$ cat src/recursive_nco_complex_mixer_unit_macros.svh
// ----------------------------------------------------------------------------
// Assertion macros for the recursive NCO complex mixer
// Each macro expands to a labelled concurrent assertion, or to nothing when
// assertions are switched out of the build.
// ----------------------------------------------------------------------------
`ifndef RECURSIVE_NCO_COMPLEX_MIXER_UNIT_MACROS_SVH
`define RECURSIVE_NCO_COMPLEX_MIXER_UNIT_MACROS_SVH

`ifndef NO_ASSERTIONS

// Check a property on every clock edge outside reset
`define RNCO_ASSERT(lbl, clk, rst, prop, msg) \
   lbl: assert property (@(posedge clk) disable iff (rst) prop) else $error(msg);

// Check a property on every clock edge, reset included
`define RNCO_ASSERT_RST(lbl, clk, prop, msg) \
   lbl: assert property (@(posedge clk) prop) else $error(msg);

`else

`define RNCO_ASSERT(lbl, clk, rst, prop, msg)

`define RNCO_ASSERT_RST(lbl, clk, prop, msg)

`endif

`endif

$ cat src/rnco_pkg.sv
// ----------------------------------------------------------------------------
// rnco_pkg
// Widths, codes, types and helper functions shared by the recursive NCO
// complex mixer: micro-operation codes, register indexes and saturation.
// ----------------------------------------------------------------------------
package rnco_pkg;

   // Data formats
   localparam int SAMPLE_BITS   = 16;
   localparam int OSC_BITS      = 32;
   localparam int OSC_FRAC_BITS = 30;
   localparam int PROD_BITS     = 2 * OSC_BITS;
   localparam int ACC_BITS      = PROD_BITS + 2;

   typedef logic signed [SAMPLE_BITS-1:0] sample_type;
   typedef logic signed [OSC_BITS-1:0]    osc_type;
   typedef logic signed [PROD_BITS-1:0]   prod_type;
   typedef logic signed [ACC_BITS-1:0]    acc_type;

   // Oscillator constants: 1.0 and the gain target 1.95 (rounded half up)
   localparam osc_type ONE_OSC = OSC_BITS'(64'sd1 <<< OSC_FRAC_BITS);
   localparam acc_type K195    =
      ACC_BITS'(((64'sd39 <<< OSC_FRAC_BITS) + 64'sd10) / 64'sd20);

   // Saturation bounds held at accumulator width
   localparam acc_type OSC_HI =
      {{(ACC_BITS-OSC_BITS+1){1'b0}}, {(OSC_BITS-1){1'b1}}};
   localparam acc_type OSC_LO =
      {{(ACC_BITS-OSC_BITS+1){1'b1}}, {(OSC_BITS-1){1'b0}}};
   localparam acc_type SMP_HI =
      {{(ACC_BITS-SAMPLE_BITS+1){1'b0}}, {(SAMPLE_BITS-1){1'b1}}};
   localparam acc_type SMP_LO =
      {{(ACC_BITS-SAMPLE_BITS+1){1'b1}}, {(SAMPLE_BITS-1){1'b0}}};

   // Configuration port
   localparam int CSR_ADDR_BITS = 2;
   localparam int CSR_DATA_BITS = 32;

   typedef logic [CSR_ADDR_BITS-1:0] csr_addr_type;
   typedef logic [CSR_DATA_BITS-1:0] csr_data_type;

   localparam csr_addr_type REG_BYPASS  = 2'd0;
   localparam csr_addr_type REG_ROT_COS = 2'd1;
   localparam csr_addr_type REG_ROT_SIN = 2'd2;

   // Multiplier operand pairs
   localparam logic [3:0] MUL_NONE   = 4'd0;
   localparam logic [3:0] MUL_PR_PR  = 4'd1;
   localparam logic [3:0] MUL_PI_PI  = 4'd2;
   localparam logic [3:0] MUL_PR_RC  = 4'd3;
   localparam logic [3:0] MUL_PI_RS  = 4'd4;
   localparam logic [3:0] MUL_PR_RS  = 4'd5;
   localparam logic [3:0] MUL_PI_RC  = 4'd6;
   localparam logic [3:0] MUL_G_ORE  = 4'd7;
   localparam logic [3:0] MUL_ORE_SR = 4'd8;
   localparam logic [3:0] MUL_OIM_SI = 4'd9;
   localparam logic [3:0] MUL_G_OIM  = 4'd10;
   localparam logic [3:0] MUL_ORE_SI = 4'd11;
   localparam logic [3:0] MUL_OIM_SR = 4'd12;

   // Accumulator operations
   localparam logic [1:0] ACC_HOLD = 2'd0;
   localparam logic [1:0] ACC_LOAD = 2'd1;
   localparam logic [1:0] ACC_ADD  = 2'd2;
   localparam logic [1:0] ACC_SUB  = 2'd3;

   // Destinations for a finished accumulation
   localparam logic [2:0] DST_NONE   = 3'd0;
   localparam logic [2:0] DST_G      = 3'd1;
   localparam logic [2:0] DST_OSC_RE = 3'd2;
   localparam logic [2:0] DST_OSC_IM = 3'd3;
   localparam logic [2:0] DST_PH_RE  = 3'd4;
   localparam logic [2:0] DST_PH_IM  = 3'd5;
   localparam logic [2:0] DST_Y_RE   = 3'd6;
   localparam logic [2:0] DST_Y_IM   = 3'd7;

   // Sequence: twelve product issues, then the remaining steps drain the pipe
   localparam int NUM_STEPS = 14;
   localparam int STEP_BITS = $clog2(NUM_STEPS);

   typedef logic [STEP_BITS-1:0] step_type;

   typedef struct packed {
      logic [3:0] mul_sel;
      logic [1:0] acc_op;
      logic [2:0] dst;
   } mop_type;

   typedef struct packed {
      logic    take_sample;
      logic    publish;
      mop_type mop;
   } cmd_type;

   typedef struct packed {
      logic bypass;
   } stat_type;

   localparam mop_type MOP_IDLE = '{MUL_NONE, ACC_HOLD, DST_NONE};

   // Micro-operation for each step of one mixed sample
   function automatic mop_type step_mop(input step_type step);
      mop_type m;
      m = MOP_IDLE;
      case (step)
         STEP_BITS'(0):  m = '{MUL_PR_PR,  ACC_LOAD, DST_NONE};
         STEP_BITS'(1):  m = '{MUL_PI_PI,  ACC_ADD,  DST_G};
         STEP_BITS'(2):  m = '{MUL_PR_RC,  ACC_LOAD, DST_NONE};
         STEP_BITS'(3):  m = '{MUL_PI_RS,  ACC_SUB,  DST_OSC_RE};
         STEP_BITS'(4):  m = '{MUL_PR_RS,  ACC_LOAD, DST_NONE};
         STEP_BITS'(5):  m = '{MUL_PI_RC,  ACC_ADD,  DST_OSC_IM};
         STEP_BITS'(6):  m = '{MUL_G_ORE,  ACC_LOAD, DST_PH_RE};
         STEP_BITS'(7):  m = '{MUL_ORE_SR, ACC_LOAD, DST_NONE};
         STEP_BITS'(8):  m = '{MUL_OIM_SI, ACC_SUB,  DST_Y_RE};
         STEP_BITS'(9):  m = '{MUL_G_OIM,  ACC_LOAD, DST_PH_IM};
         STEP_BITS'(10): m = '{MUL_ORE_SI, ACC_LOAD, DST_NONE};
         STEP_BITS'(11): m = '{MUL_OIM_SR, ACC_ADD,  DST_Y_IM};
         default:        m = MOP_IDLE;
      endcase
      return m;
   endfunction

   // Clamp an accumulator-width value to the oscillator range
   function automatic osc_type sat_osc(input acc_type x);
      osc_type r;
      if (x > OSC_HI) begin
         r = OSC_HI[OSC_BITS-1:0];
      end else if (x < OSC_LO) begin
         r = OSC_LO[OSC_BITS-1:0];
      end else begin
         r = x[OSC_BITS-1:0];
      end
      return r;
   endfunction

   // Clamp an accumulator-width value to the sample range
   function automatic sample_type sat_sample(input acc_type x);
      sample_type r;
      if (x > SMP_HI) begin
         r = SMP_HI[SAMPLE_BITS-1:0];
      end else if (x < SMP_LO) begin
         r = SMP_LO[SAMPLE_BITS-1:0];
      end else begin
         r = x[SAMPLE_BITS-1:0];
      end
      return r;
   endfunction

endpackage

$ cat src/rnco_if.sv
// ----------------------------------------------------------------------------
// rnco channel interfaces
// Valid/ready channels for input samples, mixed results and register writes.
// ----------------------------------------------------------------------------
interface rnco_req_if;
   import rnco_pkg::*;

   logic       valid;
   logic       ready;
   sample_type in_re;
   sample_type in_im;

   modport source (output valid, output in_re, output in_im, input ready);
   modport sink   (input valid, input in_re, input in_im, output ready);
endinterface

interface rnco_rsp_if;
   import rnco_pkg::*;

   logic       valid;
   logic       ready;
   sample_type out_re;
   sample_type out_im;

   modport source (output valid, output out_re, output out_im, input ready);
   modport sink   (input valid, input out_re, input out_im, output ready);
endinterface

interface rnco_csr_if;
   import rnco_pkg::*;

   logic         valid;
   logic         ready;
   csr_addr_type addr;
   csr_data_type wdata;

   modport source (output valid, output addr, output wdata, input ready);
   modport sink   (input valid, input addr, input wdata, output ready);
endinterface

$ cat src/recursive_nco_complex_mixer_unit.sv
// ----------------------------------------------------------------------------
// recursive_nco_complex_mixer_unit
// Complex mixer driven by a recursive quadrature oscillator with gain
// correction, Q1.15 samples and a Q2.30 oscillator.
// ----------------------------------------------------------------------------
//  Channel  Dir  Payload               Handshake
//  req_bus  in   in_re, in_im          valid/ready, sample to mix
//  rsp_bus  out  out_re, out_im        valid/ready, mixed sample
//  csr_bus  in   addr, wdata           valid/ready, register write
//
//  A mixed sample is stepped through the whole sequence and published before
//  the next sample is accepted. The twelve products share one registered
//  32x32 multiplier, one product per cycle.
//  In bypass a transaction goes from acceptance straight to publishing.
//  Reset restores bypass, a step of 1.0 and the phasor (1.0, 0).
//  A result waits in the output register while the next sample is taken;
//  the sequencer stalls at the hand-over only while that register is full.
// ----------------------------------------------------------------------------
module recursive_nco_complex_mixer_unit (
   input  logic        clock,
   input  logic        reset,
   rnco_req_if.sink    req_bus,
   rnco_rsp_if.source  rsp_bus,
   rnco_csr_if.sink    csr_bus
);
   import rnco_pkg::*;

   cmd_type  cmd;
   stat_type stat;
   logic     csr_we;

   // Register writes are always taken
   assign csr_bus.ready = 1'b1;
   assign csr_we        = csr_bus.valid;

   rnco_ctrl u_ctrl (
      .clock     (clock),
      .reset     (reset),
      .req_valid (req_bus.valid),
      .req_ready (req_bus.ready),
      .rsp_valid (rsp_bus.valid),
      .rsp_ready (rsp_bus.ready),
      .stat      (stat),
      .cmd       (cmd)
   );

   rnco_datapath u_datapath (
      .clock     (clock),
      .reset     (reset),
      .cmd       (cmd),
      .stat      (stat),
      .in_re     (req_bus.in_re),
      .in_im     (req_bus.in_im),
      .out_re    (rsp_bus.out_re),
      .out_im    (rsp_bus.out_im),
      .csr_we    (csr_we),
      .csr_addr  (csr_bus.addr),
      .csr_wdata (csr_bus.wdata)
   );

endmodule

$ cat src/rnco_datapath.sv
// ----------------------------------------------------------------------------
// rnco_datapath
// Configuration and phasor registers, one shared 32x32 multiplier with a
// registered product, an accumulator and the saturating write-back stage.
// ----------------------------------------------------------------------------
module rnco_datapath (
   input  logic                  clock,
   input  logic                  reset,
   input  rnco_pkg::cmd_type     cmd,
   output rnco_pkg::stat_type    stat,
   input  rnco_pkg::sample_type  in_re,
   input  rnco_pkg::sample_type  in_im,
   output rnco_pkg::sample_type  out_re,
   output rnco_pkg::sample_type  out_im,
   input  logic                  csr_we,
   input  rnco_pkg::csr_addr_type csr_addr,
   input  rnco_pkg::csr_data_type csr_wdata
);
   import rnco_pkg::*;

   // Configuration and oscillator state
   logic       bypass_ff, bypass_in;
   osc_type    rot_cos_ff, rot_cos_in;
   osc_type    rot_sin_ff, rot_sin_in;
   osc_type    ph_re_ff, ph_re_in;
   osc_type    ph_im_ff, ph_im_in;
   logic       csr_hit;

   // Working registers
   sample_type samp_re_ff, samp_re_in;
   sample_type samp_im_ff, samp_im_in;
   osc_type    mul_a, mul_b;
   prod_type   prod_ff, prod_in;
   acc_type    acc_ff, acc_in;
   acc_type    prod_ext;
   acc_type    acc_sh;
   osc_type    osc_re_ff, osc_re_in;
   osc_type    osc_im_ff, osc_im_in;
   osc_type    g_ff, g_in;
   sample_type y_re_ff, y_re_in;
   sample_type y_im_ff, y_im_in;
   sample_type out_re_ff, out_re_in;
   sample_type out_im_ff, out_im_in;

   // Control that follows the product down the pipe
   logic [1:0] acc_op_d1_ff;
   logic [2:0] dst_d1_ff;
   logic [2:0] dst_d2_ff;

   // Decode register writes; an index beyond the list is dropped
   always_comb begin
      bypass_in  = bypass_ff;
      rot_cos_in = rot_cos_ff;
      rot_sin_in = rot_sin_ff;
      csr_hit    = 1'b0;
      if (csr_we) begin
         case (csr_addr)
            REG_BYPASS: begin
               bypass_in = csr_wdata[0];
               csr_hit   = 1'b1;
            end
            REG_ROT_COS: begin
               rot_cos_in = osc_type'(csr_wdata);
               csr_hit    = 1'b1;
            end
            REG_ROT_SIN: begin
               rot_sin_in = osc_type'(csr_wdata);
               csr_hit    = 1'b1;
            end
            default: csr_hit = 1'b0;
         endcase
      end
   end

   // Capture the sample on acceptance
   always_comb begin
      samp_re_in = cmd.take_sample ? in_re : samp_re_ff;
      samp_im_in = cmd.take_sample ? in_im : samp_im_ff;
   end

   // Select multiplier operands; samples widen to oscillator width
   always_comb begin
      case (cmd.mop.mul_sel)
         MUL_PR_PR: begin
            mul_a = ph_re_ff;
            mul_b = ph_re_ff;
         end
         MUL_PI_PI: begin
            mul_a = ph_im_ff;
            mul_b = ph_im_ff;
         end
         MUL_PR_RC: begin
            mul_a = ph_re_ff;
            mul_b = rot_cos_ff;
         end
         MUL_PI_RS: begin
            mul_a = ph_im_ff;
            mul_b = rot_sin_ff;
         end
         MUL_PR_RS: begin
            mul_a = ph_re_ff;
            mul_b = rot_sin_ff;
         end
         MUL_PI_RC: begin
            mul_a = ph_im_ff;
            mul_b = rot_cos_ff;
         end
         MUL_G_ORE: begin
            mul_a = g_ff;
            mul_b = osc_re_ff;
         end
         MUL_ORE_SR: begin
            mul_a = osc_re_ff;
            mul_b = OSC_BITS'(samp_re_ff);
         end
         MUL_OIM_SI: begin
            mul_a = osc_im_ff;
            mul_b = OSC_BITS'(samp_im_ff);
         end
         MUL_G_OIM: begin
            mul_a = g_ff;
            mul_b = osc_im_ff;
         end
         MUL_ORE_SI: begin
            mul_a = osc_re_ff;
            mul_b = OSC_BITS'(samp_im_ff);
         end
         MUL_OIM_SR: begin
            mul_a = osc_im_ff;
            mul_b = OSC_BITS'(samp_re_ff);
         end
         default: begin
            mul_a = '0;
            mul_b = '0;
         end
      endcase
      prod_in = PROD_BITS'(mul_a) * PROD_BITS'(mul_b);
   end

   // Accumulate the registered product exactly
   always_comb begin
      prod_ext = ACC_BITS'(prod_ff);
      case (acc_op_d1_ff)
         ACC_LOAD: acc_in = prod_ext;
         ACC_ADD:  acc_in = acc_ff + prod_ext;
         ACC_SUB:  acc_in = acc_ff - prod_ext;
         default:  acc_in = acc_ff;
      endcase
   end

   // Floor the finished sum and write it back, saturated
   always_comb begin
      acc_sh    = acc_ff >>> OSC_FRAC_BITS;
      g_in      = g_ff;
      osc_re_in = osc_re_ff;
      osc_im_in = osc_im_ff;
      y_re_in   = y_re_ff;
      y_im_in   = y_im_ff;
      ph_re_in  = ph_re_ff;
      ph_im_in  = ph_im_ff;
      case (dst_d2_ff)
         DST_G:      g_in      = sat_osc(K195 - acc_sh);
         DST_OSC_RE: osc_re_in = sat_osc(acc_sh);
         DST_OSC_IM: osc_im_in = sat_osc(acc_sh);
         DST_PH_RE:  ph_re_in  = sat_osc(acc_sh);
         DST_PH_IM:  ph_im_in  = sat_osc(acc_sh);
         DST_Y_RE:   y_re_in   = sat_sample(acc_sh);
         DST_Y_IM:   y_im_in   = sat_sample(acc_sh);
         default:    g_in      = g_ff;
      endcase
      // Restart the oscillator on any write to a listed register
      if (csr_hit) begin
         ph_re_in = ONE_OSC;
         ph_im_in = '0;
      end
   end

   // Load the output register; bypass passes the sample unchanged
   always_comb begin
      out_re_in = out_re_ff;
      out_im_in = out_im_ff;
      if (cmd.publish) begin
         out_re_in = bypass_ff ? samp_re_ff : y_re_ff;
         out_im_in = bypass_ff ? samp_im_ff : y_im_ff;
      end
   end

   // Control and state registers
   always_ff @(posedge clock) begin
      if (reset) begin
         bypass_ff    <= 1'b1;
         rot_cos_ff   <= ONE_OSC;
         rot_sin_ff   <= '0;
         ph_re_ff     <= ONE_OSC;
         ph_im_ff     <= '0;
         acc_op_d1_ff <= ACC_HOLD;
         dst_d1_ff    <= DST_NONE;
         dst_d2_ff    <= DST_NONE;
      end else begin
         bypass_ff    <= bypass_in;
         rot_cos_ff   <= rot_cos_in;
         rot_sin_ff   <= rot_sin_in;
         ph_re_ff     <= ph_re_in;
         ph_im_ff     <= ph_im_in;
         acc_op_d1_ff <= cmd.mop.acc_op;
         dst_d1_ff    <= cmd.mop.dst;
         dst_d2_ff    <= dst_d1_ff;
      end
   end

   // Payload registers
   always_ff @(posedge clock) begin
      samp_re_ff <= samp_re_in;
      samp_im_ff <= samp_im_in;
      prod_ff    <= prod_in;
      acc_ff     <= acc_in;
      g_ff       <= g_in;
      osc_re_ff  <= osc_re_in;
      osc_im_ff  <= osc_im_in;
      y_re_ff    <= y_re_in;
      y_im_ff    <= y_im_in;
      out_re_ff  <= out_re_in;
      out_im_ff  <= out_im_in;
   end

   assign stat.bypass = bypass_ff;
   assign out_re      = out_re_ff;
   assign out_im      = out_im_ff;

endmodule

$ cat src/rnco_ctrl.sv
// ----------------------------------------------------------------------------
// rnco_ctrl
// Sequencer for the mixer: accepts a sample, steps the datapath through its
// micro-operations and hands the result to the output register.
// ----------------------------------------------------------------------------
`include "recursive_nco_complex_mixer_unit_macros.svh"

module rnco_ctrl (
   input  logic               clock,
   input  logic               reset,
   input  logic               req_valid,
   output logic               req_ready,
   output logic               rsp_valid,
   input  logic               rsp_ready,
   input  rnco_pkg::stat_type stat,
   output rnco_pkg::cmd_type  cmd
);
   import rnco_pkg::*;

   localparam logic [1:0] ST_IDLE    = 2'd0;
   localparam logic [1:0] ST_RUN     = 2'd1;
   localparam logic [1:0] ST_PUBLISH = 2'd2;

   logic [1:0] state_ff, state_in;
   step_type   step_ff, step_in;
   logic       out_valid_ff, out_valid_in;
   logic       accept;

   assign accept = req_valid && (state_ff == ST_IDLE);

   // Sequence one transaction
   always_comb begin
      state_in        = state_ff;
      step_in         = step_ff;
      cmd.take_sample = 1'b0;
      cmd.publish     = 1'b0;
      cmd.mop         = MOP_IDLE;
      case (state_ff)
         ST_IDLE: begin
            if (accept) begin
               cmd.take_sample = 1'b1;
               step_in         = '0;
               state_in        = stat.bypass ? ST_PUBLISH : ST_RUN;
            end
         end
         ST_RUN: begin
            cmd.mop = step_mop(step_ff);
            step_in = step_ff + 1'b1;
            if (step_ff == STEP_BITS'(NUM_STEPS - 1)) begin
               state_in = ST_PUBLISH;
            end
         end
         ST_PUBLISH: begin
            // Hold until the output register is free or being emptied
            if (!out_valid_ff || rsp_ready) begin
               cmd.publish = 1'b1;
               state_in    = ST_IDLE;
            end
         end
         default: state_in = ST_IDLE;
      endcase
   end

   // Track the output register
   always_comb begin
      if (cmd.publish) begin
         out_valid_in = 1'b1;
      end else if (rsp_ready) begin
         out_valid_in = 1'b0;
      end else begin
         out_valid_in = out_valid_ff;
      end
   end

   always_ff @(posedge clock) begin
      if (reset) begin
         state_ff     <= ST_IDLE;
         step_ff      <= '0;
         out_valid_ff <= 1'b0;
      end else begin
         state_ff     <= state_in;
         step_ff      <= step_in;
         out_valid_ff <= out_valid_in;
      end
   end

   assign req_ready = (state_ff == ST_IDLE);
   assign rsp_valid = out_valid_ff;

   `RNCO_ASSERT(a_no_overwrite, clock, reset, out_valid_ff && !rsp_ready |-> !cmd.publish, "result overwritten before it was taken")
   `RNCO_ASSERT(a_mix_starts, clock, reset, accept && !stat.bypass |=> state_ff == ST_RUN && step_ff == '0, "mixing did not start at step zero")
   `RNCO_ASSERT(a_step_range, clock, reset, state_ff == ST_RUN |-> step_ff < STEP_BITS'(NUM_STEPS), "step counter out of range")
   `RNCO_ASSERT(a_publish_shows, clock, reset, cmd.publish |=> rsp_valid, "published result not presented")
   `RNCO_ASSERT_RST(a_reset_empty, clock, reset |=> !rsp_valid && state_ff == ST_IDLE, "reset left work pending")

endmodule

$ cat src/flat_wrapper.sv
// flat-port wrapper written by rule: the top's interface ports become plain ports
module recursive_nco_complex_mixer_unit_flat import rnco_pkg::*;
  (clock, reset, req_bus_valid, req_bus_in_re, req_bus_in_im, req_bus_ready, rsp_bus_valid, rsp_bus_out_re, rsp_bus_out_im, rsp_bus_ready, csr_bus_valid, csr_bus_addr, csr_bus_wdata, csr_bus_ready);
  rnco_req_if req_bus_i ();
  rnco_rsp_if rsp_bus_i ();
  rnco_csr_if csr_bus_i ();
  input  logic clock;
  input  logic reset;
  input wire logic [$bits(req_bus_i.valid)-1:0] req_bus_valid;
  input wire logic [$bits(req_bus_i.in_re)-1:0] req_bus_in_re;
  input wire logic [$bits(req_bus_i.in_im)-1:0] req_bus_in_im;
  output wire logic [$bits(req_bus_i.ready)-1:0] req_bus_ready;
  output wire logic [$bits(rsp_bus_i.valid)-1:0] rsp_bus_valid;
  output wire logic [$bits(rsp_bus_i.out_re)-1:0] rsp_bus_out_re;
  output wire logic [$bits(rsp_bus_i.out_im)-1:0] rsp_bus_out_im;
  input wire logic [$bits(rsp_bus_i.ready)-1:0] rsp_bus_ready;
  input wire logic [$bits(csr_bus_i.valid)-1:0] csr_bus_valid;
  input wire logic [$bits(csr_bus_i.addr)-1:0] csr_bus_addr;
  input wire logic [$bits(csr_bus_i.wdata)-1:0] csr_bus_wdata;
  output wire logic [$bits(csr_bus_i.ready)-1:0] csr_bus_ready;
  assign req_bus_i.valid = req_bus_valid;
  assign req_bus_i.in_re = req_bus_in_re;
  assign req_bus_i.in_im = req_bus_in_im;
  assign req_bus_ready = req_bus_i.ready;
  assign rsp_bus_valid = rsp_bus_i.valid;
  assign rsp_bus_out_re = rsp_bus_i.out_re;
  assign rsp_bus_out_im = rsp_bus_i.out_im;
  assign rsp_bus_i.ready = rsp_bus_ready;
  assign csr_bus_i.valid = csr_bus_valid;
  assign csr_bus_i.addr = csr_bus_addr;
  assign csr_bus_i.wdata = csr_bus_wdata;
  assign csr_bus_ready = csr_bus_i.ready;
  recursive_nco_complex_mixer_unit u_core (.clock(clock), .reset(reset), .req_bus(req_bus_i), .rsp_bus(rsp_bus_i), .csr_bus(csr_bus_i));
endmodule
$ cat config.mk
export PLATFORM = sky130hd
export DESIGN_NAME = recursive_nco_complex_mixer_unit_flat
export DESIGN_NICKNAME = d
export VERILOG_FILES = /design/src/rnco_pkg.sv /design/src/rnco_if.sv /design/src/recursive_nco_complex_mixer_unit.sv /design/src/rnco_datapath.sv /design/src/rnco_ctrl.sv /design/src/flat_wrapper.sv
export VERILOG_INCLUDE_DIRS = /design/src /design/src/src
export SDC_FILE = /design/constraint.sdc
export NUM_CORES = 2
export LEC_CHECK = 0
export ABC_AREA = 1
export BUFFER_PORTS_ARGS = -buffer_cell sky130_fd_sc_hd__buf_2
export CORE_MARGIN = 2
export CORE_UTILIZATION = 55
export DETAILED_ROUTE_END_ITERATION = 10
export PLACE_DENSITY = 0.73
export SLEW_MARGIN = 10
export SYNTH_ARGS = -nofsm -noshare
export SYNTH_HDL_FRONTEND = slang
export SYNTH_SLANG_ARGS = --single-unit
$ cat constraint.sdc
create_clock -name clock -period 19.53 [get_ports clock]
set_clock_uncertainty 0.15 [all_clocks]
set_input_delay 3.906 -clock clock [delete_from_list [all_inputs] [get_ports clock]]
set_output_delay 3.906 -clock clock [all_outputs]
set_load 0.005 [all_outputs]
==> flow_summary.ini <==
[outcome]
status = complete, no violations

[clock_network]
h-tree-depth = 2
cts_tree = built
ctsHoldBuffers = 0
cts_sinks = 475
cts_setup_buffers = 0
cts_buffer_depth = 3
cts-resized-gates = 0
worstSkewPairLatency_ps = 670
path_clk_slew_ps = 80
cts_buffers = 50
clockRootBuffer = clkbuf_16

[finish]
syn_to_final_growth_pct = 5.970
post-route-util_pct = 58.66
nets = 9094
final_cells = 9240
drive_gt1_share_pct = 5.956

[logic_synthesis]
yosysWarnings = 0
synth_area_mm2 = 0.06321
synth_edf_count = 258
ys_seq_area_share_pct = 19.13
synth-async-reset-ratio_pct = 0
synth_nets = 9118
synth_cell_types = 65
synthesis.instances = 7706
synth.avg_cell_area_um2 = 8.203
synthFlopType = edfxtp_1
ys_ff_latch = 475

[grt]
grt_use_total_pct = 37.77
overflow = 0
grt_max_degree = 66
antenna_found_initial = 5
grt_pass1_wl_um = 332400
grt_pass1_vias = 54120

[route]
routed_wirelength_um = 219400
drt_iter0_markers = 6235
vias = 53870
drc = 0
drt_first_pass_iters = 8
routedWlPerCell_um = 23.74
ant_nets = 0
vias_per_cell = 5.830

[timing]
finalHoldViolCount = 0
fmax_mhz = 84.95
timing.hold.ws_ps = 260.2
min_period_ps = 11770
period_share_pct = 60.27
setup_ws_ps = 7759
tightest_slew_ps = 1251
max-slew-margin-rel_pct = 15.95
rsz0062_at_grt = false
setup_viol_count_final = 0
slew_viol_final = 0
setup_tns_ps = 0

[setup_path]
cp-end-kind = flop
max_stage_delay_ps = 990
crit_family = adder cells
crit_path_top_delay_cell = fa_1
reg2reg_to = u_core.u_datapath.prod_ff[58]$_DFF_P_
cp_num_cells = 32
critPathLaunchType = flop
cp.required_ps = 19910
startpoint = u_core.u_ctrl.state_ff[1]$_SDFFE_PP0P_
cp_max_fo = 32
endpoint = u_core.u_datapath.prod_ff[58]$_DFF_P_
crit_buf_inv = 9
critPathArrivalTime_ps = 12150
cpMostUsedCell = fa_1
ff2ff_path_depth = 32
reg2reg_slack_ps = 7760
timing.rr.start = u_core.u_ctrl.state_ff[1]$_SDFFE_PP0P_
setup.worst_path.class = reg2reg

[hold_path]
min_path_type = reg2reg

[floorplan]
start_util_pct = 55.36
die_area_mm2 = 0.1177
die_h_um = 343.0
fp.coreArea_mm2 = 0.1142
rows = 124
io_pins = 106
die_x_um = 343.0

[placement]
port-buffer-count = 104
place_ws_ps = 7944
place_inst = 9142
place.gp.congestion = 1.029
dp_hpwl_um = 176300

[power_and_ir_drop]
p_leak_nw = 32.21
p_per_area_mw_per_mm2 = 33.06
peakVddDrop_uv = 71.00

[job]
drv_cap = 0
[sequential cells by signal, indices dropped and copies added, names as in the netlist, named ones only]
signal                          flops
u_core.u_datapath.acc_ff           66
u_core.u_datapath.y_re_ff          16
u_core.u_ctrl.step_ff               4
u_core.u_datapath.acc_op_d1_ff      2
u_core.u_datapath.ph_re_ff         32
u_core.u_datapath.rot_sin_ff       32
u_core.u_datapath.out_re           16
u_core.u_datapath.y_im_ff          16
u_core.u_datapath.rot_cos_ff       32
u_core.u_datapath.dst_d2_ff         3
u_core.u_ctrl.rsp_valid             1
u_core.u_datapath.ph_im_ff         32
u_core.u_ctrl.state_ff              2
u_core.u_datapath.osc_im_ff        32
u_core.u_datapath.osc_re_ff        32
u_core.u_datapath.stat              1
u_core.u_datapath.samp_im_ff       16
u_core.u_datapath.out_im           16
u_core.u_datapath.g_ff             32
u_core.u_datapath.samp_re_ff       16
u_core.u_datapath.dst_d1_ff         3
u_core.u_datapath.prod_ff          64
[through the flow]
stage | total power [mW] | area [µm²]
after floorplan | 1.165 | 63210
after global placement | 1.208 | 65230
after detailed placement | 1.210 | 65230
after CTS | 2.216 | 66970
after global routing | 2.269 | 66970
final | 2.215 | 66980
[routing by layer]
metal  share of wire, %  track usage [%]
met2                 44            57.39
met1                 39            52.15
met4                5.0            14.65
met5             0.0059                0
met3                 12            9.597
[worst min path at each step]
stage                                                      endpoint                                       from  depth (start not counted)  slack, ps
final                     u_core.u_datapath.dst_d2_ff[1]$_SDFF_PP0_  u_core.u_datapath.dst_d1_ff[1]$_SDFF_PP0_                          2        260
after global routing      u_core.u_datapath.dst_d2_ff[1]$_SDFF_PP0_  u_core.u_datapath.dst_d1_ff[1]$_SDFF_PP0_                          2        270
after CTS                 u_core.u_datapath.dst_d2_ff[1]$_SDFF_PP0_  u_core.u_datapath.dst_d1_ff[1]$_SDFF_PP0_                          2        260
after detailed placement  u_core.u_datapath.dst_d2_ff[1]$_SDFF_PP0_  u_core.u_datapath.dst_d1_ff[1]$_SDFF_PP0_                          2        250
after global placement    u_core.u_datapath.dst_d2_ff[2]$_SDFF_PP0_  u_core.u_datapath.dst_d1_ff[2]$_SDFF_PP0_                          2        250
after floorplan           u_core.u_datapath.dst_d2_ff[0]$_SDFF_PP0_  u_core.u_datapath.dst_d1_ff[0]$_SDFF_PP0_                          2        240
[logic make-up after synthesis]
family          share of synthesized area, %
compound gates                         8.551
flops                                  19.13
buf+inv                                12.18
fa+ha+maj                              39.41
xor+xnor                               2.175
mux                                   0.2850
other cells                         0.005933
simple gates                           18.27
[cell type report]
type	instances	area, µm²
clock buffers	66	1414
diodes	5	12.51
flip-flops and latches	475	12090
inverters	1704	6399
multi-input cells	5253	43620
well taps	1512	1892
repair buffers	198	1226
fillers	10370	47210
clock inverters	27	326.6
[cells in the mapped netlist (all sizes together), types with 7 or more instances]
master	number	area share, %
dfxtp	217	6.9
o2111ai	9	0.12
a21boi	8	0.095
nor3	73	0.79
a22o	13	0.18
o21bai	15	0.18
a221oi	21	0.29
buf	184	1.5
a21oi	335	2.7
o211ai	8	0.095
nor2	1040	6.2
nor4	52	0.84
edfxtp	258	12
xor2	108	1.5
a31oi	38	0.38
and3	8	0.079
a21o	23	0.27
o22ai	59	0.61
nand3	191	1.5
or2	37	0.37
o21a	13	0.15
fa	1083	34
nand3b	7	0.083
xnor2	49	0.68
and2	10	0.099
a22oi	16	0.21
inv	1702	10
o21ai	376	3.0
ha	258	5.1
nand4	30	0.30
nand2	1332	7.9
clkbuf	90	0.53
mux2	16	0.29
[worst min-delay path: cells and delay by family (launching register included)]
family | cells | cell delay, ps
flip-flops | 1 | 300
buffers and inverters | 1 | 40
AND/OR/NAND/NOR | 1 | 30
[placed cells by master (no fill, tap or decap), types with 45 or more instances in the layout]
cell       count
inv_1       1656
nand2_1     1329
fa_1        1083
nor2_1      1029
o21ai_0      363
a21oi_1      333
ha_1         258
edfxtp_1     258
dfxtp_1      215
nand3_1      191
xor2_1       108
buf_2        104
buf_4         94
o22ai_1       58
clkbuf_16     52
xnor2_1       49
inv_2         45
[power by group]
part | internal (mW) | leakage (nW) | switching, mW | total, mW
clock network | 0.571 | 0.839 | 0.452 | 1.02
registers | 1.07 | 4.12 | 0.0128 | 1.08
logic | 0.0347 | 27.2 | 0.0719 | 0.107
Power figures use the tool's default switching activity.
